==> src/design/robin_hood_hash_map_macros.svh <==
// Assertion macros shared by the hash map design.
`ifndef ROBIN_HOOD_HASH_MAP_MACROS_SVH
`define ROBIN_HOOD_HASH_MAP_MACROS_SVH

// Consequent checked in the same cycle as the antecedent.
`define RHH_ASSERT_NOW(lbl, ante, cons, msg) \
  lbl: assert property (@(posedge clk) disable iff (rst) (ante) |-> (cons)) else $error(msg);

// Consequent checked in the cycle after the antecedent.
`define RHH_ASSERT_NEXT(lbl, ante, cons, msg) \
  lbl: assert property (@(posedge clk) disable iff (rst) (ante) |=> (cons)) else $error(msg);

`endif

==> src/design/rhh_pkg.sv <==
// Shared types, constants and helpers for the Robin Hood hash map.
package rhh_pkg;

  localparam int CAPACITY_DEF = 1024;
  localparam int CFG_W = 11;
  localparam logic [CFG_W-1:0] MAX_ENTRIES_RST = 11'd819;
  localparam logic [63:0] HASH_C1 = 64'hBF58476D1CE4E5B9;
  localparam logic [63:0] HASH_C2 = 64'h94D049BB133111EB;
  localparam logic [7:0] DIST_MAX = 8'd255;

  typedef enum logic [1:0] {
    REQ_INSERT = 2'd0,
    REQ_LOOKUP = 2'd1,
    REQ_REMOVE = 2'd2,
    REQ_NONE   = 2'd3
  } req_t;

  typedef enum logic [2:0] {
    ST_INSERTED = 3'd0,
    ST_UPDATED  = 3'd1,
    ST_HIT      = 3'd2,
    ST_MISS     = 3'd3,
    ST_REMOVED  = 3'd4,
    ST_FULL     = 3'd5
  } status_t;

  typedef enum logic [1:0] {
    F_IDLE,
    F_HASH,
    F_MOD,
    F_PUSH
  } front_state_t;

  typedef enum logic [2:0] {
    B_CLEAR,
    B_IDLE,
    B_READ,
    B_EVAL,
    B_SREAD,
    B_SEVAL,
    B_DONE
  } back_state_t;

  typedef struct packed {
    logic        valid;
    logic [7:0]  pdist;
    logic [31:0] value;
    logic [63:0] key;
  } rhh_entry_t;

  typedef struct packed {
    logic clearing;
    logic busy;
    logic load;
  } rhh_stat_t;

  function automatic logic [7:0] dist_bump(input logic [7:0] d);
    return (d == DIST_MAX) ? DIST_MAX : d + 8'd1;
  endfunction

  function automatic logic [7:0] dist_dec(input logic [7:0] d);
    return (d == DIST_MAX) ? DIST_MAX : d - 8'd1;
  endfunction

endpackage

==> src/design/rhh_front.sv <==
// Front end: accepts requests, hashes the key and reduces it to a home slot.
module rhh_front #(
  parameter int CAPACITY = rhh_pkg::CAPACITY_DEF,
  parameter int AW = $clog2(CAPACITY)
) (
  input  logic          clk,
  input  logic          rst,
  input  logic          in_valid,
  output logic          in_ready,
  input  logic [1:0]    req_type,
  input  logic [63:0]   key,
  input  logic [31:0]   value_index,
  output logic          push_valid,
  input  logic          push_ready,
  output logic [1:0]    push_req,
  output logic [63:0]   push_key,
  output logic [31:0]   push_value,
  output logic [AW-1:0] push_home
);
  import rhh_pkg::*;

  localparam bit POW2 = (CAPACITY == (1 << AW));
  localparam logic [AW:0] CAPW = (AW+1)'(CAPACITY);
  localparam logic [63:0] CAP64 = 64'(CAPACITY);
  localparam logic [63:0] R32 = (64'd1 << 32) % CAP64;
  localparam logic [63:0] BM = (64'd1 << 32) / CAP64;
  localparam logic [31:0] R32W = R32[31:0];
  localparam logic [31:0] BMW = BM[31:0];
  localparam logic [31:0] CAP32 = CAP64[31:0];

  front_state_t state, state_next;
  logic [1:0]    req_r;
  logic [63:0]   key_r;
  logic [31:0]   val_r;
  logic [63:0]   a;
  logic [63:0]   acc;
  logic [2:0]    ph;
  logic [63:0]   zs;
  logic [2:0]    md;
  logic [31:0]   qe;
  logic [AW:0]   re;
  logic [AW-1:0] rem;

  logic [63:0] h0, cst, prod, sum, mix27, mix31;
  logic [31:0] ma, mb;
  logic [63:0] fold, bprod, rprod, diff;

  assign h0 = {3'b000, key[63:3]};
  assign cst = (ph < 3'd3) ? HASH_C1 : HASH_C2;
  assign prod = ma * mb;

  // 64x64 low product built from three 32x32 partial products, one per cycle
  always_comb begin
    case (ph)
      3'd0, 3'd3: begin
        ma = a[31:0];
        mb = cst[31:0];
        sum = prod;
      end
      3'd1, 3'd4: begin
        ma = a[31:0];
        mb = cst[63:32];
        sum = acc + {prod[31:0], 32'd0};
      end
      default: begin
        ma = a[63:32];
        mb = cst[31:0];
        sum = acc + {prod[31:0], 32'd0};
      end
    endcase
  end

  assign mix27 = sum ^ (sum >> 27);
  assign mix31 = sum ^ (sum >> 31);

  // slot reduction: four folds of the top word by 2^32 mod CAPACITY bring the
  // hash under 2^32, then a reciprocal estimate and one compare and subtract
  assign fold = {32'd0, zs[63:32]} * {32'd0, R32W} + {32'd0, zs[31:0]};
  assign bprod = {32'd0, zs[31:0]} * {32'd0, BMW};
  assign rprod = {32'd0, qe} * {32'd0, CAP32};
  assign diff = {32'd0, zs[31:0]} - rprod;

  always_comb begin
    state_next = state;
    case (state)
      F_IDLE: if (in_valid) state_next = F_HASH;
      F_HASH: if (ph == 3'd5) state_next = F_MOD;
      F_MOD:  if (POW2 || md == 3'd6) state_next = F_PUSH;
      F_PUSH: if (push_ready) state_next = F_IDLE;
      default: state_next = F_IDLE;
    endcase
  end

  always_comb begin
    in_ready = (state == F_IDLE);
    push_valid = (state == F_PUSH);
  end

  always_ff @(posedge clk) begin
    if (rst) begin
      state <= F_IDLE;
    end else begin
      state <= state_next;
    end
  end

  always_ff @(posedge clk) begin
    case (state)
      F_IDLE: begin
        req_r <= req_type;
        key_r <= key;
        val_r <= value_index;
        a <= h0 ^ (h0 >> 30);
        ph <= 3'd0;
      end
      F_HASH: begin
        acc <= sum;
        ph <= ph + 3'd1;
        if (ph == 3'd2) a <= mix27;
        if (ph == 3'd5) begin
          zs <= mix31;
          md <= 3'd0;
        end
      end
      F_MOD: begin
        if (POW2) begin
          rem <= zs[AW-1:0];
        end else begin
          md <= md + 3'd1;
          if (md < 3'd4) begin
            zs <= fold;
          end else if (md == 3'd4) begin
            qe <= bprod[63:32];
          end else if (md == 3'd5) begin
            re <= diff[AW:0];
          end else begin
            rem <= (re >= CAPW) ? AW'(re - CAPW) : re[AW-1:0];
          end
        end
      end
      default: ;
    endcase
  end

  assign push_req = req_r;
  assign push_key = key_r;
  assign push_value = val_r;
  assign push_home = rem;

endmodule

==> config.mk <==
export PLATFORM = sky130hd
export DESIGN_NAME = rhh_front
export DESIGN_NICKNAME = d
export VERILOG_FILES = /design/src/design/robin_hood_hash_map_macros.svh /design/src/design/rhh_pkg.sv /design/src/design/rhh_front.sv
export SDC_FILE = /design/constraint.sdc
export NUM_CORES = 2
export LEC_CHECK = 0
export ABC_CLOCK_PERIOD_IN_PS = 17100
export BUFFER_PORTS_ARGS = -buffer_cell sky130_fd_sc_hd__buf_4
export CORE_ASPECT_RATIO = 0.6
export CORE_MARGIN = 1
export CORE_UTILIZATION = 55
export CTS_BUF_LIST = sky130_fd_sc_hd__clkbuf_4 sky130_fd_sc_hd__clkbuf_8
export DETAILED_ROUTE_END_ITERATION = 8
export GPL_ROUTABILITY_DRIVEN = 0
export HOLD_SLACK_MARGIN = 0.05
export PLACE_DENSITY = 0.73
export SLEW_MARGIN = 40
export SYNTH_ARGS = -nofsm -noshare
export SYNTH_HDL_FRONTEND = slang
export SYNTH_SLANG_ARGS = --single-unit
==> constraint.sdc <==
create_clock -name clk -period 17.1 [get_ports clk]
set_clock_uncertainty 0.15 [all_clocks]
set_input_delay 3.42 -clock clk [delete_from_list [all_inputs] [get_ports clk]]
set_output_delay 3.42 -clock clk [all_outputs]
set_load 0.05 [all_outputs]
==> results by group <==
Run status
  • Status: complete, no violations

Yosys
  • Netlist cell types: 85
  • Post-synthesis sequential area ratio: 17.82%
  • Synth Instances: 4111
  • #FFs+latches synth: 251
  • Post-Syn Nets: 5417
  • Yosys warns: 0
  • Top FF cell, synth: edfxtp_1
  • Ys async rst share: 0%
  • Number of synthesized flops with an enable pin: 249
  • Mapped Area: 0.04218 mm^2
  • Average cell area after synthesis: 10.26 um^2

Critical path
  • Crit Path Max Fanout: 22
  • Worst path slowest cell: clkinv_1
  • Top cell by count, worst path: fa_1
  • Req. time, crit path: 17310 ps
  • Arrival time at the worst endpoint: 13310 ps
  • Setup CP Type: register to register
  • Worst setup EP type: register
  • Worst path max stage delay: 730 ps
  • Worst setup SP type: register

Floorplan
  • Initial core utilization: 55.70%
  • Die area: 0.07785 mm^2
  • Ports: 212
  • Die Span Y: 216.5 um
  • Die Width: 359.5 um
  • Core area: 0.07573 mm^2
  • Rows: 78

Finish
  • # nets final: 5577
  • Most frequent cells in the layout: inv_1, fa_1, ha_1
  • Final-layout fill cell count: 6277
  • Most common cell after layout, fill and taps aside: inv_1
  • Area growth, synth to finish: 8.106%
  • Share of cells above drive strength 1: 9.550%

Placement
  • IO Port Bufs: 211
  • DPL Wire Length: 117600 um

GRT
  • Vias in the first global route: 31.47k
  • GRT Total Usage: 36.03%
  • First-pass GRT wire length: 204800 um
  • Initial antenna violation count: 4
  • Largest net degree at the start of global routing: 72
  • GR Overflow Total: 0

Clock network
  • CTS Hold Bufs: 0
  • H-tree depth: 1
  • CTS tree: yes
  • Deepest clock path buffer count: 3
  • Worst-path clk slew: 110 ps
  • Worst skew pair latency: 640 ps
  • Post-CTS Setup Bufs: 0
  • Cts bufs inserted: 29
  • Post-cts resize count: 0
  • Clock sinks: 251
  • Root Driver: clkbuf_8

Routing
  • # DRC: 0
  • Post-DRT Antenna Nets: 0
  • Final WL: 137800 um
  • Pre-antenna DRT Iters: 7
  • Routed via count: 31.76k
  • Routed wire length per instance: 26.03 um
  • DR iter-0 viols: 4498
  • Vias per cell: 5.998

Timing
  • Finish-stage setup viols: 0
  • Max_slew headroom: 38.72%
  • Fmax: 0.07634 GHz
  • Final min period: 13100 ps
  • Fin Setup TNS: 0 ps
  • Count of pins over their slew limit: 0
  • Worst-Margin Slew: 916.0 ps
  • Unrepaired setup endpoints after global routing: no
  • Hold Vio Cnt, Final: 0
  • Post-route clock period utilization: 76.60%

Job
  • Max-cap violation count: 0

Min path
  • Worst Hold Class: register to register
[metrics by stage]
step                cells  utilization (%)  setup WS (ps)  cell area (um^2)  hold slack (ps)
finish               5295            60.22           4002             45600            272.6
global route         5293            60.21           3701             45600            275.1
CTS                  5293            60.19           4484             45580            272.2
detailed placement   5240            59.37           4498             44960            254.5
global placement     5240            59.34           4856             44940            250.8
floorplan            4111                -           6270             42180            250.3
[cells in the mapped netlist, drive strengths merged, types with 29 or more instances]
master	instances	share of area, %
mux2i	45	1.2
clkbuf	99	0.88
ha	378	11
nand3	36	0.43
nor2	303	2.7
o21ai	87	1.0
xnor2	83	1.7
mux2	33	0.88
and2	76	1.1
nor3	29	0.36
a21oi	147	1.8
nand2	199	1.8
inv	1000	8.9
edfxtp	249	18
nand2b	66	0.98
a31oi	30	0.52
a21o	41	0.74
nor2b	49	0.73
xor2	72	1.5
fa	826	39
[critical path, delay by kind of cell, from the launching register on]
family	cells	cell delay, ps
AOI/OAI and AO/OA	10	2050
buffers and inverters	10	1960
adders and majority gates	12	5800
DFF	1	550
and+or+nand+nor	3	1200
xor gates and xnor gates	3	820
muxes	1	230
[worst paths after layout]
kind	depth (start not counted)	end	startpoint	slack (ps)
hold reg to reg	0	push_home[3]$_DFFE_PP_	zs[3]$_DFFE_PP_	270
hold / removal	0	push_home[3]$_DFFE_PP_	zs[3]$_DFFE_PP_	270
setup reg to reg	39	a[32]$_DFFE_PP_	ph[0]$_SDFFCE_PN0P_	4000
setup / recovery	39	a[32]$_DFFE_PP_	ph[0]$_SDFFCE_PN0P_	4000
[layout make-up]
type | instances | area, um^2 | share of cell area (%)
diodes | 2 | 5.005 | 0.01097
clock inverters | 15 | 126.4 | 0.2771
repair buffers | 252 | 1896 | 4.157
clock buffers | 38 | 491.7 | 1.078
inverters | 1002 | 3761 | 8.247
well taps | 1000 | 1251 | 2.744
multi-input cells | 2735 | 30560 | 67.00
flip-flops and latches | 251 | 7517 | 16.48
[layer usage]
layer,wire [um],GRT usage (%),vias to the layer above
li1,-,-,13107
met1,57940,55.40,15746
met2,49810,44.09,2594
met3,26150,18.40,308
met4,3925,7.450,4
met5,22,0,-
[flip-flops by register name, indices dropped and copies added, names as in the netlist]
name and count:
push_home 10, a 64, acc 64, push_key 64
ph 3, push_value 32, push_req 2, zs 10
state 2
[cells by family after synthesis]
kind of cell	count (synthesis)	synth area share [%]
buf+inv	1125	10.07
xor+xnor	155	3.218
fa+ha+maj	1204	50.41
flops	251	17.82
mux	78	2.067
compound gates	443	6.804
simple gates	855	9.613
Power is left out: the tool's default activity adds up to more than one toggle a clock period on the data nets, which glitch-free logic cannot reach.
