==> src/design/robin_hood_hash_map_macros.svh <==
// Assertion macros shared by the hash map design.
`ifndef ROBIN_HOOD_HASH_MAP_MACROS_SVH
`define ROBIN_HOOD_HASH_MAP_MACROS_SVH

// Consequent checked in the same cycle as the antecedent.
`define RHH_ASSERT_NOW(lbl, ante, cons, msg) \
  lbl: assert property (@(posedge clk) disable iff (rst) (ante) |-> (cons)) else $error(msg);

// Consequent checked in the cycle after the antecedent.
`define RHH_ASSERT_NEXT(lbl, ante, cons, msg) \
  lbl: assert property (@(posedge clk) disable iff (rst) (ante) |=> (cons)) else $error(msg);

`endif

==> src/design/rhh_fifo.sv <==
// Two-entry queue between the front end and the table engine.
module rhh_fifo #(
  parameter int WIDTH = 8
) (
  input  logic             clk,
  input  logic             rst,
  input  logic             push_valid,
  output logic             push_ready,
  input  logic [WIDTH-1:0] push_data,
  output logic             pop_valid,
  input  logic             pop_ready,
  output logic [WIDTH-1:0] pop_data
);
  logic [WIDTH-1:0] slot [2];
  logic wp, rp;
  logic [1:0] cnt;
  logic do_push, do_pop;

  assign push_ready = (cnt != 2'd2);
  assign pop_valid = (cnt != 2'd0);
  assign do_push = push_valid && push_ready;
  assign do_pop = pop_valid && pop_ready;
  assign pop_data = slot[rp];

  always_ff @(posedge clk) begin
    if (rst) begin
      wp <= 1'b0;
      rp <= 1'b0;
      cnt <= 2'd0;
    end else begin
      if (do_push) wp <= ~wp;
      if (do_pop) rp <= ~rp;
      cnt <= cnt + {1'b0, do_push} - {1'b0, do_pop};
    end
  end

  always_ff @(posedge clk) begin
    if (do_push) slot[wp] <= push_data;
  end

endmodule

==> config.mk <==
export PLATFORM = sky130hd
export DESIGN_NAME = rhh_fifo
export DESIGN_NICKNAME = d
export VERILOG_FILES = /design/src/design/robin_hood_hash_map_macros.svh /design/src/design/rhh_fifo.sv
export SDC_FILE = /design/constraint.sdc
export NUM_CORES = 1
export LEC_CHECK = 0
export ABC_AREA = 1
export BUFFER_PORTS_ARGS = -buffer_cell sky130_fd_sc_hd__buf_2
export CORE_MARGIN = 10
export CORE_UTILIZATION = 30
export CTS_BUF_LIST = sky130_fd_sc_hd__clkbuf_16
export DETAILED_ROUTE_END_ITERATION = 12
export PLACE_DENSITY = 0.55
export SLEW_MARGIN = 20
export SYNTH_ARGS = -nofsm -noshare
export SYNTH_HDL_FRONTEND = slang
export SYNTH_SLANG_ARGS = --single-unit
==> constraint.sdc <==
create_clock -name clk -period 1.9 [get_ports clk]
set_clock_uncertainty 0.2 [all_clocks]
set_input_delay 0.095 -clock clk [delete_from_list [all_inputs] [get_ports clk]]
set_output_delay 0.095 -clock clk [all_outputs]
set_load 0.005 [all_outputs]
==> results_dict.tcl, run 1 <==
set metrics [dict create \
    status "finished, final reports clean" \
    slowest_stage "dlygate4sd3_1" \
    synth_seq_cells 21 \
    critPathTopFamily "buffers and inverters" \
    cts-root-buf "clkbuf_16" \
    wl_met1_um 666 \
    fin_nets 113 \
    switchingPower_mw 0.4160 \
    highest_layer "met4" \
    antennaDiodeCount 0 \
    wl_met2_um 740 \
    switching_share_pct 27.35 \
    p_int_mw 1.105 \
    syn_area_um2 875.8 \
    drive_gt1_share_pct 40.82 \
    grt_antenna_before_repair 0 \
    clkSinkCount 21 \
    startpoint_type "input port" \
    synth.distinct_cells 14 \
    cp.arrival_ps 1650 \
    path_clk_slew_ps 60 \
    grt_pass1_vias 656 \
    nFillCells 262 \
    timing.reg2reg.setup_slack_ps 240 \
    area_growth_pct 37.86 \
    cp-end-kind "register" \
    core_region_area_mm2 0.002781 \
    pin_count 22 \
    crit_top_cell "inv_1" \
    power.share.clock_pct 28.2 \
    ys_seq_area_share_pct 66.29 \
    clk_latency_ps 250 \
    routedWlPerCell_um 12.29 \
    chipWidth_um 74.03 \
    post_cts_buffers 0 \
    required_ps 1850 \
    die_h_um 74.03 \
    grt_max_degree 13 \
    yosysWarnings 0 \
    final.setup.tns_ps 0 \
    fin_crit_ps 1707 \
    via_count 549 \
    htree_levels 1 \
    hold_start "rp" \
    holdCritPathClass "register to register" \
    worstMarginPinSlew_ps 530.3 \
    crit_type "input port to register" \
    routed-wl-met3_um 166 \
    ant_nets 0 \
    gp_routability_congestion 0.7357 \
    min_path_cells 2 \
    power_leakage_nw 0.5268 \
    cts.path.max_buffers 2 \
    die_area_mm2 0.005480 \
    timing.fmax_ghz 0.5860 \
    postRouteWirelength_um 1586 \
    path_max_fanout 2 \
    post-route-period-util_pct 89.82 \
    route.detailed.drc 0 \
    setup_viol 0 \
    vdd_ir_drop_max_uv 608.8 \
    grt_pass1_wl_um 2870 \
    worst_hold_slack_ps 310.6 \
    syn-mean-instance-area_um2 14.13 \
    critical_path.cell_chain "dlygate4sd3_1 > buf_2 > inv_1 > nor2_4 > ha_1 > inv_1 > ha_1 > inv_1 > nand2_1 > a21oi_1 > nor2_1" \
    pwr_density_cell_mw_per_mm2 1260 \
    hold_end "rp" \
    portBuffers 21 \
    grt_overflow 0 \
    viasPerCell 4.256 \
    cts_tree "yes" \
    maxCapViolCount 0 \
    finalHoldViolations 0 \
    rr_worst_depth 10 \
    start_util_pct 31.49 \
    synthCells 62 \
    r2r_start "cnt[0]" \
    cpPeakStageDelay_ps 530 \
    p_comb_share_pct 28.3 \
    grt_use_total_pct 6.792 \
    rsz0062_at_grt "no" \
    r2r_end "cnt[1]" \
    cts_inserted_buffers 3 \
    dr.pass1.iters 4 \
    relSlewSlack_pct 64.60 \
    drtIter0Drc 11 \
    synth_nets 76 \
    report.final.slew_viol_count 0 \
    critPathBufInv 5 \
    hpwl_um 1217 \
    rows 19 \
    seqPwrFrac_pct 43.4 \
]
-- power groups by stage --
| stage | sequential, mW | combinational, mW | clock, mW |
|---|---|---|---|
| 6_report | 0.661 | 0.431 | 0.429 |
| 5_1_grt | 0.676 | 0.511 | 0.464 |
| 4_1_cts | 0.660 | 0.446 | 0.446 |
| 3_5_place_dp | 0.669 | 0.427 | 0 |
| 3_3_place_gp | 0.665 | 0.414 | 0 |
| 2_1_floorplan | 0.633 | 0.318 | 0 |
-- repair_timing --
item                       in CTS  in global routing
setup endpoints to repair       0                  1
hold endpoints to repair       21                  0
hold buffers                   11                  0
gates resized for setup         0                  1
-- Yosys cell counts --
cell	instances	area, µm²
edfxtp_1	16	480.5
inv_1	8	30.03
mux2_4	8	120.1
nor2_1	7	26.28
nand2_1	6	22.52
dfxtp_1	5	100.1
a21oi_1	2	10.01
ha_1	2	25.02
nand2_2	2	12.51
nand3_1	2	10.01
buf_6	1	11.26
nand3_2	1	10.01
nor2_2	1	6.260
nor2_4	1	11.26
-- cell families (layout without fill, tap and decap cells) --
family	after synthesis	after routing	synth area share [%]
buf+inv	9	45	4.714
fa+ha+maj	2	2	2.857
mux	8	8	13.71
flops	21	21	66.29
compound gates	2	2	1.143
simple gates	20	20	11.29
-- worst max-delay path by stage --
stage,start,to,slack [ps],cells past startpoint
3_5_place_dp,cnt[0],cnt[1],190,10
2_1_floorplan,cnt[0],cnt[1],280,10
5_1_grt,cnt[0],cnt[1],7,10
4_1_cts,cnt[0],cnt[1],180,10
6_report,pop_ready,cnt[1],190,11
3_3_place_gp,cnt[0],cnt[1],240,10
-- through the flow --
step	cell area, µm²	cells	setup slack (ps)	power [mW]	util, %
after global placement	1016	114	239.1	1.079	36.53
after global routing	1207	129	7.316	1.652	43.41
after detailed placement	1016	114	189.7	1.096	36.53
after floorplan	875.8	62	277.2	0.9513	-
final	1207	129	193.4	1.521	43.41
after CTS	1206	129	183.5	1.552	43.36
-- sequential cells by signal, summed over array words and instances (netlist names), named ones only --
signal,cells
slot,16
cnt,2
rp,1
wp,1
-- layout make-up --
class	instances	area [µm²]	area share, %
sequential	21	581.8	48.19
clock inverter	1	5.005	0.4145
inverter	8	30.03	2.487
clock buffer	3	75.07	6.218
multi-input combinational	32	254.0	21.04
tap	31	38.79	3.212
timing repair buffer	33	222.7	18.45
-- per-layer routing --
metal  vias to the layer above  global-route usage [%]
met5                         -                       0
met4                         0                   3.727
met3                         2                   3.059
met2                        19                   10.51
met1                       246                   7.644
li1                        282                       -
-- worst min-delay path, cell delays in order, from the launching register on --
cell and delay [ps]:
dfxtp_1 330, nor2_1 60, nor2_1 90
-- layout by cell type, fill, tap and decap left out --
cell type,n
nor2_4,1
dfxtp_2,1
dfxtp_1,4
nand2_2,2
a21oi_1,2
nand2_1,6
buf_4,1
nand3_2,1
buf_2,21
ha_1,2
mux2_4,8
inv_1,8
edfxtp_1,16
dlygate4sd3_1,11
clkinv_2,1
nand3_1,2
nor2_2,1
nor2_1,7
clkbuf_16,3
Note: power is estimated with default switching activity, not from simulation.
==> run 2, diff against run 1 <==
--- a/config.mk
+++ b/config.mk
@@ -9,7 +9,7 @@
 export BUFFER_PORTS_ARGS = -buffer_cell sky130_fd_sc_hd__buf_2
 export CORE_MARGIN = 10
 export CORE_UTILIZATION = 30
-export CTS_BUF_LIST = sky130_fd_sc_hd__clkbuf_16
+export CTS_BUF_LIST = sky130_fd_sc_hd__clkbuf_8 sky130_fd_sc_hd__clkbuf_16
 export DETAILED_ROUTE_END_ITERATION = 12
 export PLACE_DENSITY = 0.55
 export SLEW_MARGIN = 20
==> run 2 against run 1 <==
Clock power is 33% lower. Routed wire length rose by 0.44%. Clock-buffer cell count did not move. Final area is 2.8% lower. Critical path depth is the same. Largest cell class unchanged.
==> results_dict.tcl, run 2 (synthesis gave the netlist of run 1 again) <==
set metrics [dict create \
    switching_share_pct 29.76 \
    setup_viol 0 \
    portBuffers 21 \
    report.final.slew_viol_count 0 \
    hpwl_um 1217 \
    r2r_start "cnt[0]" \
    cp-end-kind "register" \
    grt_pass1_vias 658 \
    grt_max_degree 13 \
    core_region_area_mm2 0.002781 \
    vdd_ir_drop_max_uv 662.4 \
    cts_tree "yes" \
    cts-root-buf "clkbuf_8" \
    route.detailed.drc 0 \
    chipWidth_um 74.03 \
    post-route-period-util_pct 89.14 \
    rr_worst_depth 10 \
    fin_nets 113 \
    min_path_cells 2 \
    r2r_end "cnt[1]" \
    hold_end "rp" \
    clk_latency_ps 260 \
    die_area_mm2 0.005480 \
    reg_top3 "slot: 16 flops, cnt: 2 flops" \
    maxCapViolCount 0 \
    cts_inserted_buffers 3 \
    pwr_density_cell_mw_per_mm2 1174 \
    total_power_mw 1.378 \
    power.share.clock_pct 20.9 \
    worstMarginPinSlew_ps 512.9 \
    required_ps 1860 \
    finalHoldViolations 0 \
    pin_count 22 \
    mostFrequentLayoutCells "buf_2, edfxtp_1, dlygate4sd3_1" \
    postRouteWirelength_um 1593 \
    grt_overflow 0 \
    timing.reg2reg.setup_slack_ps 230 \
    timing.fmax_ghz 0.5904 \
    final_util_pct 42.20 \
    rows 19 \
    area_growth_pct 34.00 \
    grt_pass1_wl_um 2877 \
    routedWlPerCell_um 12.35 \
    htree_levels 1 \
    drive_gt1_share_pct 40.82 \
    seqPwrFrac_pct 47.8 \
    gp_routability_congestion 0.7357 \
    die_h_um 74.03 \
    cts.path.max_buffers 2 \
    status "finished, final reports clean" \
    clkSinkCount 21 \
    placed_cells 114 \
    ant_nets 0 \
    antennaDiodeCount 0 \
    cp.arrival_ps 1650 \
    power_leakage_nw 0.5114 \
    via_count 561 \
    fin_cells 129 \
    start_util_pct 31.49 \
    crit_type "input port to register" \
    dr.pass1.iters 2 \
    holdCritPathClass "register to register" \
    final_common_cell "buf_2" \
    grt_antenna_before_repair 0 \
    p_int_mw 0.9678 \
    largest_reg_flops 16 \
    hold_start "rp" \
    viasPerCell 4.349 \
    drtIter0Drc 8 \
    path_clk_slew_ps 80 \
    path_max_fanout 2 \
    relSlewSlack_pct 65.76 \
    grt_use_total_pct 6.710 \
    rsz0062_at_grt "no" \
    fin_crit_ps 1694 \
    p_comb_share_pct 31.3 \
    final.setup.tns_ps 0 \
    regMostFlops "slot" \
    switchingPower_mw 0.4101 \
    startpoint_type "input port" \
]
[run 2: power by group through the flow]
| stage | Combinational [mW] | Clock [mW] | Sequential, mW |
|---|---|---|---|
| finish | 0.432 | 0.288 | 0.659 |
| global route | 0.511 | 0.320 | 0.675 |
| CTS | 0.446 | 0.297 | 0.659 |
| detailed placement | 0.427 | 0 | 0.669 |
| global placement | 0.414 | 0 | 0.665 |
| floorplan | 0.318 | 0 | 0.633 |
[run 2: worst max-delay path, cell delays in order]
cell           delay (ps)
dlygate4sd3_1         530
buf_2                 130
inv_1                  80
nor2_4                 50
ha_1                  260
inv_1                  40
ha_1                  180
inv_1                  50
nand2_1                60
a21oi_1               130
nor2_1                 60
[run 2: worst max path at each step]
stage          startpoint      to  slack, ps  cells past startpoint
2_1_floorplan      cnt[0]  cnt[1]        280                     10
3_3_place_gp       cnt[0]  cnt[1]        240                     10
3_5_place_dp       cnt[0]  cnt[1]        190                     10
4_1_cts            cnt[0]  cnt[1]        180                     10
5_1_grt            cnt[0]  cnt[1]          4                     10
6_report        pop_ready  cnt[1]        210                     11
[run 2: final cells by class]
class                   count  area (µm²)
fillers                   271        1608
flip-flops and latches     21       581.8
multi-input cells          32       254.0
repair buffers             33       222.7
clock buffers               3       41.29
well taps                  31       38.79
inverters                   8       30.03
clock inverters             1       5.005
[run 2: per-stage QoR]
stage / setup slack (ps) / hold slack (ps) / instance area (µm²)
2_1_floorplan: 277.2 / -33.78 / 875.8
5_1_grt: 3.934 / 345.7 / 1174
6_report: 206.4 / 315.8 / 1174
3_5_place_dp: 189.7 / 69.96 / 1016
3_3_place_gp: 239.1 / 66.02 / 1016
4_1_cts: 180.6 / 317.6 / 1172
[run 2: repair_timing]
action,CTS,global route
setup endpoints to repair,0,1
buffers inserted,0,0
hold buffers,11,0
resized for setup,0,1
endpoints found under the hold margin,21,0
[run 2: routing by layer]
metal	up-vias	GRT usage, %	wire [µm]	share of wire, %
met5	-	0	0	0
met4	0	3.106	14	0.88
met3	2	3.059	156	9.8
met2	19	10.42	748	47
met1	260	7.722	674	42
li1	280	-	-	-
